File: src/sv/psstd_ram.sv
`timescale 1ns / 1ps
module psstd_ram #(
  parameter int WIDTH = 48,
  parameter int DEPTH = 64
) (
  input  logic                     clk_i,
  input  logic                     we_i,
  input  logic [$clog2(DEPTH)-1:0] waddr_i,
  input  logic [WIDTH-1:0]         wdata_i,
  input  logic                     re_i,
  input  logic [$clog2(DEPTH)-1:0] raddr_i,
  output logic [WIDTH-1:0]         rdata_o
);

  logic [WIDTH-1:0] mem_q [DEPTH];
  logic [WIDTH-1:0] rdata_q;

  always_ff @(posedge clk_i) begin
    if (we_i) begin
      mem_q[waddr_i] <= wdata_i;
    end
    if (re_i) begin
      rdata_q <= mem_q[raddr_i];
    end
  end

  assign rdata_o = rdata_q;

endmodule

File: config.mk
export PLATFORM = sky130hd
export DESIGN_NAME = psstd_ram
export DESIGN_NICKNAME = d
export VERILOG_FILES = /design/src/sv/psstd_ram.sv
export SDC_FILE = /design/constraint.sdc
export NUM_CORES = 2
export LEC_CHECK = 0
export BUFFER_PORTS_ARGS = -buffer_cell sky130_fd_sc_hd__clkbuf_2
export CAP_MARGIN = 20
export CORE_ASPECT_RATIO = 1.25
export CORE_MARGIN = 3
export CORE_UTILIZATION = 65
export CTS_CLUSTER_DIAMETER = 50
export DETAILED_ROUTE_END_ITERATION = 8
export PLACE_DENSITY_LB_ADDON = 0.15
export SYNTH_ARGS = -nofsm -noshare
export SYNTH_HDL_FRONTEND = slang
export SYNTH_SLANG_ARGS = --single-unit
File: constraint.sdc
create_clock -name clk_i -period 14.2 [get_ports clk_i]
set_clock_uncertainty 0.2 [all_clocks]
set_input_delay 2.13 -clock clk_i [delete_from_list [all_inputs] [get_ports clk_i]]
set_output_delay 2.13 -clock clk_i [all_outputs]
set_load 0.01 [all_outputs]
==> impl_metrics.tcl <==
set metrics [dict create \
    yosys_warnings 0 \
    final_common_cell "edfxtp_1" \
    cts_buffers 299 \
    clockBufferDepth 4 \
    hold_buffers 0 \
    cp_slowest_cell "buf_4" \
    grt_pass1_wl_um 440000 \
    die_w_um 386 \
    initial_utilization_pct 65.8 \
    critical_path_peak_fanout 76 \
    path_class "primary input to flop" \
    drc 0 \
    vias 57544 \
    critical-path-top-delay-family "buffers and inverters" \
    die-area_um2 186000 \
    crit_top_cell "buf_4" \
    rsz0062_at_grt "no" \
    setup_slack_ns 8.14 \
    critPathBufInv 4 \
    antenna_found_initial 25 \
    ios 111 \
    hold_depth 4 \
    crit_path_max_incr_delay_ns 0.80 \
    cts_setup_buffers 0 \
    gp_congestion 0.798 \
    overflow 0 \
    n_fill_cell 9730 \
    drv_slew 0 \
    hold_path.class "flop to flop" \
    power.density_nw_per_um2 142 \
    synth_edf_count 3120 \
    drv_cap 0 \
    wl_per_cell_um 39.7 \
    syn_inst 4970 \
    yosysSeqAreaShare_pct 79.7 \
    tns_ns 0 \
    dp.cells 7308 \
    grt_max_degree 112 \
    htreeDepth 5 \
    fin_cells 7866 \
    first_iter_violations 9073 \
    slew-limit-headroom_pct 19.1 \
    worstPathCellList "buf_8 > buf_4 > buf_4 > nand3_1 > buf_4 > o221ai_1 > a21oi_1 > a21oi_1 > a221oi_1" \
    ys.flop_type "edfxtp_1" \
    finalHoldViolCount 0 \
    p_total_uw 18700 \
    syn-mean-instance-area_um2 23.7 \
    die_h_um 482 \
    drtAntennaViolNets 0 \
    vias_per_cell 7.32 \
    setup_viol 0 \
    finalWirelength_um 312000 \
    layout_common_cells "edfxtp_1, mux4_2, clkbuf_16" \
    cts.reportedPaths.clkPinSlew_ns 0.06 \
    status "finished, final reports clean" \
    fmax_mhz 165 \
    synth_seq_cells 3120 \
    syn-cell-area_um2 118000 \
    clkSinkCount 3120 \
    arrival_ns 6.48 \
    async_flop_share_pct 0 \
    worst_ir_drop_vdd_mv 0.117 \
    numPortBuffers 110 \
    mappedNetlistNets 5033 \
    drive_above_1_share_pct 27.9 \
    core_area_um2 179000 \
    clk_root_buffer_cell "clkbuf_16" \
    area_delta_synth_final_pct 11.7 \
    tightest_slew_ns 1.21 \
    nNetsFinal 5350 \
    ys_types 35 \
    final_util_pct 73.5 \
    period_minus_slack_ns 6.06 \
    leakage_uw 0.0408 \
    grt_usage_pct 34.2 \
    placementRows 173 \
    worst-path-stages 9 \
    critPathCaptureType "flop" \
    dpl.hpwl_um 165000 \
    start_kind "primary input" \
    cts_resized 0 \
    worst_ep_required_time_ns 14.62 \
    grt_pass1_vias 58176 \
    cts_tree "done" \
    clock_latency_ns 0.94 \
    timing.final.crit_share_pct 42.7 \
    ff2ff_path_depth 5 \
    first_pass_iters 5 \
    pre_cts_ws_ns 7.44 \
]
metrics by stage:
stage	hold WS [ns]	cell area, µm²
after global routing	0.777	131000
after floorplan	0.587	118000
after CTS	0.713	131000
final	0.731	131000
after global placement	0.672	121000
after detailed placement	0.694	121000
worst paths after layout:
kind,from,endpoint,slack [ns]
max,raddr_i[1],rdata_o[1],8.14
min,mem_q[58][36],rdata_o[36],0.73
max reg2reg,mem_q[27][13],rdata_o[13],11.81
min reg2reg,mem_q[58][36],rdata_o[36],0.73
worst register-to-register path: cells and delay by family, from the launching register on:
family	cells	cell delay [ns]
DFF	1	0.38
muxes	2	0.79
AOI/OAI and AO/OA	3	0.69
final cells by class:
class / count / area (µm²) / area share (%)
diodes: 16 / 40.0 / 0.0305
clock buffers: 363 / 7890 / 6.01
clock inverters: 139 / 1150 / 0.873
multi-input cells: 1568 / 22900 / 17.5
flip-flops and latches: 3120 / 93700 / 71.3
well taps: 2362 / 2960 / 2.25
repair buffers: 298 / 2700 / 2.06
state kept, by name, indices dropped and copies added (netlist names):
name / flops
mem_q: 3072
rdata_o: 48
where the power goes:
group	switching [µW]	internal, µW	total (µW)
Clock	3250	4300	7550
Sequential	40.8	10200	10300
Combinational	559	331	890
Total	3850	14800	18700
metal layers:
layer  track usage (%)  wire [µm]
met1              46.1     105000
met2              55.0     155000
met3              8.73      39300
met4              13.6      13300
met5                 0         60
cells in the mapped netlist (4+ instances only):
cell	instances	area share, %
a211oi_1	32	0.20
a21oi_1	74	0.31
a221oi_1	83	0.62
a22o_1	57	0.42
a22oi_1	72	0.46
a311oi_1	11	0.082
a31o_2	5	0.037
buf_1	12	0.038
buf_2	98	0.42
buf_4	62	0.40
buf_6	11	0.11
clkbuf_1	98	0.31
edfxtp_1	3120	80
mux2_2	12	0.11
mux2i_1	63	0.54
mux4_2	754	14
nand2_1	55	0.18
nand2b_1	10	0.053
nand3_1	7	0.030
nand3b_1	5	0.032
nor2_1	132	0.42
nor2b_1	24	0.13
o221ai_1	28	0.21
o22ai_1	122	0.65
or3b_2	4	0.030
cell families after synthesis:
logic type	synth area share, %
muxes	15.1
buffers and inverters	1.27
DFF	79.7
AOI/OAI and AO/OA	3.01
and+or+nand+nor	0.953
Note: power is estimated with default switching activity, not from simulation.
