`src/sv/psstd_pkg.sv`:
```
`timescale 1ns / 1ps
package psstd_pkg;

  // start strobe and saturation bound handed to one ratio lane
  typedef struct packed {
    logic        start;
    logic [31:0] cap;
  } ratio_ctl_t;

  localparam logic [31:0] CAP_SCALE     = 32'hFFFF_FFFF;
  localparam logic [31:0] CAP_SHIFT_NEG = 32'h8000_0000;
  localparam logic [31:0] CAP_SHIFT_POS = 32'h7FFF_FFFF;
  localparam logic [31:0] CAP_NORM_NEG  = 32'h0000_8000;
  localparam logic [31:0] CAP_NORM_POS  = 32'h0000_7FFF;

endpackage

```
`src/sv/psstd_ratio.sv`:
```
`timescale 1ns / 1ps
// round(u / sqrt(d)) with ties away from zero, saturated at cap:
// w = floor(4*u*u / d), r = isqrt(w), result = (r + 1) / 2
module psstd_ratio #(
  parameter int U_W = 39,
  parameter int D_W = 46
) (
  input  logic                  clk_i,
  input  logic                  rst_ni,
  input  psstd_pkg::ratio_ctl_t ctl_i,
  input  logic [U_W-1:0]        u_i,
  input  logic [D_W-1:0]        d_i,
  output logic [31:0]           m_o,
  output logic                  done_o
);

  localparam int W_W   = 2 * U_W + 2;
  localparam int R_W   = U_W + 1;
  localparam int CW    = $clog2(W_W + 1);
  localparam int CMP_W = (R_W > 32) ? R_W : 32;

  localparam logic [2:0] PH_IDLE = 3'd0;
  localparam logic [2:0] PH_SQR  = 3'd1;
  localparam logic [2:0] PH_DIV  = 3'd2;
  localparam logic [2:0] PH_ROOT = 3'd3;
  localparam logic [2:0] PH_FIN  = 3'd4;

  logic [2:0]       ph_q, ph_d;
  logic [CW-1:0]    cnt_q, cnt_d;
  logic [U_W-1:0]   us_q, us_d;
  logic [U_W-1:0]   um_q, um_d;
  logic [D_W-1:0]   dv_q, dv_d;
  logic [31:0]      cap_q, cap_d;
  logic [2*U_W-1:0] acc_q, acc_d;
  logic [W_W-1:0]   w_q, w_d;
  logic [D_W-1:0]   rem_q, rem_d;
  logic [R_W-1:0]   root_q, root_d;
  logic [R_W+1:0]   rr_q, rr_d;
  logic [31:0]      m_q, m_d;
  logic             done_q, done_d;

  logic [D_W:0]     rem_sh;
  logic [R_W+1:0]   rr_sh, trial;
  logic [R_W:0]     rnd;
  logic [CMP_W-1:0] m_ext, cap_ext;

  always_comb begin
    ph_d   = ph_q;
    cnt_d  = cnt_q;
    us_d   = us_q;
    um_d   = um_q;
    dv_d   = dv_q;
    cap_d  = cap_q;
    acc_d  = acc_q;
    w_d    = w_q;
    rem_d  = rem_q;
    root_d = root_q;
    rr_d   = rr_q;
    m_d    = m_q;
    done_d = 1'b0;
    rem_sh = {rem_q, w_q[W_W-1]};
    rr_sh  = {rr_q[R_W-1:0], w_q[W_W-1:W_W-2]};
    trial  = {root_q, 2'b01};
    rnd    = {1'b0, root_q} + (R_W+1)'(1);
    m_ext  = CMP_W'(rnd[R_W:1]);
    cap_ext = CMP_W'(cap_q);
    unique case (ph_q)
      PH_IDLE: begin
        if (ctl_i.start) begin
          us_d  = u_i;
          um_d  = u_i;
          dv_d  = d_i;
          cap_d = ctl_i.cap;
          acc_d = '0;
          cnt_d = CW'(U_W - 1);
          ph_d  = PH_SQR;
        end
      end
      PH_SQR: begin
        acc_d = {acc_q[2*U_W-2:0], 1'b0} + (us_q[U_W-1] ? (2*U_W)'(um_q) : '0);
        us_d  = {us_q[U_W-2:0], 1'b0};
        cnt_d = cnt_q - CW'(1);
        if (cnt_q == '0) begin
          w_d   = {acc_d, 2'b00};
          rem_d = '0;
          cnt_d = CW'(W_W - 1);
          ph_d  = PH_DIV;
        end
      end
      PH_DIV: begin
        // restoring division, quotient bits shift in behind the dividend
        if (rem_sh >= {1'b0, dv_q}) begin
          rem_d = D_W'(rem_sh - {1'b0, dv_q});
          w_d   = {w_q[W_W-2:0], 1'b1};
        end else begin
          rem_d = rem_sh[D_W-1:0];
          w_d   = {w_q[W_W-2:0], 1'b0};
        end
        cnt_d = cnt_q - CW'(1);
        if (cnt_q == '0) begin
          root_d = '0;
          rr_d   = '0;
          cnt_d  = CW'(W_W / 2 - 1);
          ph_d   = PH_ROOT;
        end
      end
      PH_ROOT: begin
        if (rr_sh >= trial) begin
          rr_d   = rr_sh - trial;
          root_d = {root_q[R_W-2:0], 1'b1};
        end else begin
          rr_d   = rr_sh;
          root_d = {root_q[R_W-2:0], 1'b0};
        end
        w_d   = {w_q[W_W-3:0], 2'b00};
        cnt_d = cnt_q - CW'(1);
        if (cnt_q == '0) begin
          ph_d = PH_FIN;
        end
      end
      PH_FIN: begin
        m_d    = (m_ext > cap_ext) ? cap_q : m_ext[31:0];
        done_d = 1'b1;
        ph_d   = PH_IDLE;
      end
      default: begin
        ph_d = PH_IDLE;
      end
    endcase
  end

  always_ff @(posedge clk_i or negedge rst_ni) begin
    if (!rst_ni) begin
      ph_q   <= PH_IDLE;
      cnt_q  <= '0;
      done_q <= 1'b0;
    end else begin
      ph_q   <= ph_d;
      cnt_q  <= cnt_d;
      done_q <= done_d;
    end
  end

  always_ff @(posedge clk_i) begin
    us_q   <= us_d;
    um_q   <= um_d;
    dv_q   <= dv_d;
    cap_q  <= cap_d;
    acc_q  <= acc_d;
    w_q    <= w_d;
    rem_q  <= rem_d;
    root_q <= root_d;
    rr_q   <= rr_d;
    m_q    <= m_d;
  end

  assign m_o    = m_q;
  assign done_o = done_q;

endmodule

```
`config.mk`:
```
export PLATFORM = sky130hd
export DESIGN_NAME = psstd_ratio
export DESIGN_NICKNAME = d
export VERILOG_FILES = /design/src/sv/psstd_pkg.sv /design/src/sv/psstd_ratio.sv
export SDC_FILE = /design/constraint.sdc
export NUM_CORES = 1
export LEC_CHECK = 0
export BUFFER_PORTS_ARGS = -buffer_cell sky130_fd_sc_hd__buf_2
export CAP_MARGIN = 5
export CORE_AREA = 2 2 256 258
export CTS_CLUSTER_DIAMETER = 200
export DETAILED_ROUTE_END_ITERATION = 16
export DIE_AREA = 0 0 258 260
export GPL_ROUTABILITY_DRIVEN = 0
export PLACE_DENSITY = 0.66
export SLEW_MARGIN = 20
export SYNTH_ARGS = -nofsm -noshare
export SYNTH_HDL_FRONTEND = slang
export SYNTH_SLANG_ARGS = --single-unit
```
`constraint.sdc`:
```
create_clock -name clk_i -period 7.45 [get_ports clk_i]
set_input_delay 0 -clock clk_i [delete_from_list [all_inputs] [get_ports clk_i]]
set_output_delay 0 -clock clk_i [all_outputs]
set_load 0.05 [all_outputs]
```
==> flow_summary.yaml, run 1 <==
route:
  drc_errors: 0
  first_pass_iters: 5
  vias: 21050
  drt-wirelength-per-cell_um: 16.84
  viasPerCell: 5.471
  drt_wl_total_mm: 64.81
  drt-initial-drc-count: 1613
  postRouteAntennaNets: 0
clocking:
  cts.sinks: 482
  clk_pin_slew_ns: 0.06
  root_buffer: "clkbuf_16"
  cts_made_buffers: 55
  cts_tree: "done"
  insertion_delay_ns: 0.64
  cts_resized: 0
  cts_setup_buffers: 0
  cts_buffer_depth: 3
  cts.htree.levels: 2
grt:
  overflow: 0
  grt_first_pass_wirelength_mm: 105.9
  grt_pass1_vias: 21250
  grt_start_max_net_pins: 102
  track_usage: 0.1907
  antenna_found_initial: 0
critical_path:
  crit_path_max_fanout: 32
  arrival_ns: 5.49
  critPathSlowestCell: "nand4_4"
  critical_path_class: "flip-flop to flip-flop"
  slowest_delay_ns: 0.70
  start_kind: "flip-flop"
  crit_chain: "nand4_1, or3_1, nor3_2, and3_1, and3_1, nand2_1, nor3_1, xnor2_1, ha_1, nand4_1, nand2b_1, nor3_1, nand2_1, o32ai_1, nand4_4, mux2_4"
  cp.required_ns: 7.79
  end_kind: "flip-flop"
logic_synthesis:
  synth_most_common_cell: "edfxtp_1"
  postSynth.asyncResetShare: 0.02282
  yosysTopAreaCellShare: 0.4940
  syn_avg_cell_area_um2: 10.53
  syn_inst: 2718
  synth_edf_count: 471
  syn-cell-area_um2: 28630
  synth.yosys.seq_area_share: 0.5036
  netlist.top_cell.by_area: "edfxtp_1"
  ys_ff_latch: 482
  synthDistinctLibCells: 82
  synthTopCellsByCount: "edfxtp_1, nand2_1, nor2_1, a21oi_1, inv_1"
  synth_area_leaders: "edfxtp_1, ha_1, nand2_1"
  synth-warning-count: 0
  synth_nets: 3001
  synth_ff_type: "edfxtp_1"
floorplanning:
  initial_core_util: 0.4466
  rows: 93
  top_level_ports: 153
  dieHeight_um: 260
  core-area_um2: 64120
  die_w_um: 258
  dieArea_um2: 67080
timing:
  drv_slew: 0
  fin_skew_ns: 0.04670
  rsz0062_at_grt: "no"
  layout_min_cycle_time_ns: 5.155
  finalHoldViolCount: 0
  fmax_ghz: 0.1940
  setup_viol: 0
  fin_crit_sh: 0.6920
  hold_ws_ns: 0.08620
  finalSetupTns_ns: 0
  max_slew_margin: 0.2844
  tightest_slew_ns: 1.073
run:
  max_cap_viol_count: 0
cells_and_area:
  fin_util: 0.5190
  drive_above_1_share: 0.1083
  syn_to_final_growth_pct: 16.23
  finalNetCount: 3230
power_and_ir_drop:
  worst_ir_drop_vdd_mv: 0.3933
  p_leak_uw: 0.01364
  p_per_area_nw_per_um2: 426.7
  p_total_uw: 14200
outcome:
  status: "finished clean"
place:
  detailed_place_hpwl_mm: 44.60
  portBuffers: 152
worst_hold_path:
  hp-class: "input pin to flip-flop"
[kinds of logic after synthesis]
group / after synthesis / share of synthesized area
AND/OR/NAND/NOR: 892 / 0.1487
AO/OA/AOI/OAI: 601 / 0.1346
flip-flops: 482 / 0.5036
buffers and inverters: 277 / 0.03798
XOR/XNOR: 182 / 0.05567
adder cells (fa/ha/maj): 163 / 0.07176
multiplexers: 121 / 0.04772
[critical path, delay by kind of cell (launching register included)]
family                   cells  cell delay, ns
AO/OA/AOI/OAI                1            0.49
multiplexers                 1            0.54
XOR/XNOR                     1            0.14
AND/OR/NAND/NOR             12            2.94
adder cells (fa/ha/maj)      1            0.33
flip-flops                   1            0.43
[repair_timing]
item | in CTS | in global routing
endpoints found under the hold margin | 173 | 0
hold buffers | 120 | 0
setup endpoints to repair | 0 | 0
[worst paths after layout]
check	startpoint	endpoint	slack (ns)	depth (start not counted)
min in group asynchronous	rst_ni	ph_q[1]$_DFFE_PN0P_	0.53	3
max in group asynchronous	rst_ni	ph_q[0]$_DFFE_PN0P_	6.49	3
worst max-delay path	root_q[14]$_SDFFCE_PN0P_	m_o[9]$_DFFE_PP_	2.29	16
worst max register to register	root_q[14]$_SDFFCE_PN0P_	m_o[9]$_DFFE_PP_	2.29	16
worst min register to register	us_q[32]$_DFFE_PP_	us_q[33]$_DFFE_PP_	0.51	2
worst min-delay path	d_i[16]	dv_q[16]$_DFFE_PP_	0.09	2
[state kept, by name (all words and copies together) (netlist names), 7 cells and up]
name	cells
cap_q	32
us_q	39
um_q	39
cnt_q	7
rr_q	40
dv_q	46
m_o	32
acc_q	77
root_q	40
w_q	80
rem_q	46
[placed cells by master, fill, tap and decap left out, types with 30 or more instances in the layout]
cell,n
and2_1,74
xnor2_1,108
a21oi_1,197
a21o_1,86
nor2_1,257
edfxtp_1,471
a211oi_1,74
xor2_1,74
mux2i_1,87
clkbuf_16,58
ha_1,161
nor2b_1,61
and3_1,32
nand4_1,46
inv_1,162
buf_2,152
nand2_1,261
o21ai_0,92
dlygate4sd3_1,120
nand3_1,53
mux2_4,30
[area by class of cell]
type	count	area (um2)
inverters	162	608.1
fillers	5610	30840
flip-flops and latches	482	14420
well taps	855	1070
clock inverters	33	352.8
diodes	1	2.502
repair buffers	287	2102
clock buffers	69	1513
multi-input cells	1959	13210
[routing by layer]
metal | GRT usage | vias to the layer above | routed length (um) | part of all wire
li1 | - | 10330 | - | -
met1 | 0.2437 | 10030 | 28670 | 0.44
met2 | 0.3377 | 581 | 31570 | 0.49
met3 | 0.02407 | 113 | 3088 | 0.048
met4 | 0.05716 | 0 | 1482 | 0.023
met5 | 0 | - | 0 | 0
[power by group]
part	switching, uW	internal [uW]	leakage (uW)
Sequential	566	4480	0.00465
Combinational	3940	2470	0.00809
Clock	1130	1620	0.000901
[stage by stage]
step	worst slack [ns]	std cells	area, um2
after floorplan	1.530	2718	28630
after global routing	1.817	3847	33280
after global placement	2.507	3623	30160
after detailed placement	2.308	3623	30160
after CTS	2.262	3845	33220
final	2.295	3848	33280
Note: power is estimated with default switching activity, not from simulation.
==> inputs of run 2 (changes only) <==
Clock period 7.45 ns to 4.9 ns, I/O delays scaled along.
==> run 2 against run 1 <==
Effect of this change: non-clock buffer count is 10 higher; die area is the same; clock skew is 0.028 ns lower; core utilization decreased by 0.12 points; sequential power rose by 51%; count of clock-buffer cells in the layout fell by 2; routed wire length grew 0.33%; first-iteration DRC count fell by 12%; sequential cell count is the same; critical endpoint is now m_o[1]$_DFFE_PP_; highest routed layer unchanged.
==> flow_summary.yaml, run 2 (same netlist as run 1, synthesis figures left out) <==
critical_path:
  r2r-start: "root_q[14]$_SDFFCE_PN0P_"
  crit_start: "root_q[14]$_SDFFCE_PN0P_"
  r2r_setup_slack_ns: 0.36
  crit_path_max_fanout: 24
  cp-endpoint: "m_o[1]$_DFFE_PP_"
  arrival_ns: 4.91
  reg2reg_to: "m_o[1]$_DFFE_PP_"
  end_kind: "flip-flop"
  critical_path_class: "flip-flop to flip-flop"
  cp.required_ns: 5.27
  r2r_cells: 17
  start_kind: "flip-flop"
clocking:
  cts_made_buffers: 53
  clk_pin_slew_ns: 0.06
  cts.htree.levels: 2
  root_buffer: "clkbuf_16"
  insertion_delay_ns: 0.63
  cts_tree: "done"
  cts.sinks: 482
  cts_buffer_depth: 3
place:
  dpl.cell_count: 3635
  portBuffers: 152
  detailed_place_hpwl_mm: 45.19
  place_ws_ns: 0.2167
floorplanning:
  dieHeight_um: 260
  core-area_um2: 64120
  die_w_um: 258
  initial_core_util: 0.4466
  top_level_ports: 153
  rows: 93
  dieArea_um2: 67080
timing:
  rsz0062_at_grt: "no"
  tightest_slew_ns: 1.069
  fin_crit_sh: 0.9274
  max_slew_margin: 0.2870
  layout_min_cycle_time_ns: 4.544
  setup_viol: 0
  drv_slew: 0
  worst_slack_ns: 0.3556
  finalSetupTns_ns: 0
  fin_skew_ns: 0.01845
  fmax_ghz: 0.2201
  finalHoldViolCount: 0
outcome:
  status: "finished clean"
cells_and_area:
  antenna_cells: 0
  largest_reg_flops: 80
  finalNetCount: 3238
  drive_above_1_share: 0.1110
  top_regs: "w_q (80), acc_q (77)"
  fin_util: 0.5178
  final_common_cell: "edfxtp_1"
  regMostFlops: "w_q"
  mostFrequentLayoutCells: "edfxtp_1, nand2_1, nor2_1"
  syn_to_final_growth_pct: 15.95
  final_cells: 3854
worst_hold_path:
  hp-class: "input pin to flip-flop"
grt:
  grt_start_max_net_pins: 92
  track_usage: 0.1895
  grt_first_pass_wirelength_mm: 104.8
  overflow: 0
  antenna_found_initial: 0
  grt_pass1_vias: 21100
power_and_ir_drop:
  worst_ir_drop_vdd_mv: 0.3827
  p_leak_uw: 0.01362
  p_per_area_nw_per_um2: 644.1
route:
  drt-wirelength-per-cell_um: 16.87
  drt_wl_total_mm: 65.03
  postRouteAntennaNets: 0
  first_pass_iters: 5
  vias: 21130
  drc_errors: 0
  viasPerCell: 5.481
  drt-initial-drc-count: 1425
run:
  max_cap_viol_count: 0
## run 2: changes by cell type in the layout (fill, tap and decap cells not counted), sizes merged
| cell | change |
|---|---|
| buf | +10 |
| bufinv | -2 |
| clkbuf | -2 |
| clkinv | -3 |
| clkinvlp | +1 |
| diode | -1 |
| inv | +3 |
## run 2: routing by layer
layer,vias to the layer above,GRT usage,routed length (um)
met3,126,0.02466,2928
met5,-,0,0
li1,10360,-,-
met2,541,0.3331,31850
met4,0,0.06872,1936
met1,10100,0.2392,28310
## run 2: worst min path at each step
stage,endpoint,cells after the start,start,slack [ns]
2_1_floorplan,cnt_q[0]$_DFFE_PN0P_,0,rst_ni,-0.30
3_5_place_dp,ph_q[1]$_DFFE_PN0P_,1,rst_ni,-0.1
4_1_cts,dv_q[20]$_DFFE_PP_,2,d_i[20],0.05
6_report,dv_q[20]$_DFFE_PP_,2,d_i[20],0.08
3_3_place_gp,ph_q[1]$_DFFE_PN0P_,1,rst_ni,-0.11
5_1_grt,dv_q[18]$_DFFE_PP_,2,d_i[18],0.07
## run 2: report_power, final
part,internal (uW),switching [uW],leakage [uW]
sequential,6800,853,0.00465
clock,2200,1720,0.000824
combinational,3810,6000,0.00815
total,12800,8580,0.0136
## run 2: timing repair
item / CTS / global route
hold endpoints to repair: 174 / 0
setup endpoints to repair: 0 / 24
hold buffers: 120 / 0
gates resized for setup: 0 / 2
setup buffers: 0 / 0
## run 2: through the flow
stage	hold WS [ns]	power, uW	cell area [um2]
floorplan	-0.2956	14980	28640
global placement	-0.1074	17050	30280
detailed placement	-0.09777	17360	30280
CTS	0.05269	21450	33190
global route	0.07473	22950	33200
finish	0.08271	21380	33200
## run 2: area by class of cell
class | count | area [um2]
Fill cell | 5613 | 30920
Sequential cell | 482 | 14420
Multi-Input combinational cell | 1959 | 13210
Timing Repair Buffer | 297 | 2187
Clock buffer | 67 | 1399
Tap cell | 855 | 1070
Inverter | 162 | 608.1
Clock inverter | 32 | 302.8
## run 2: worst max-delay path, stage by stage, from the launching register on
cell	delay (ns)
edfxtp_1	0.43
nand4_1	0.16
or3_1	0.37
nor3_2	0.14
and3_1	0.21
and3_1	0.25
nand2_1	0.17
nor3_1	0.22
xnor2_1	0.14
ha_1	0.32
nand4_1	0.13
nand2b_1	0.17
nor3_1	0.20
nand2_1	0.13
o32ai_2	0.36
nand4_4	0.29
buf_12	0.28
mux2_4	0.31
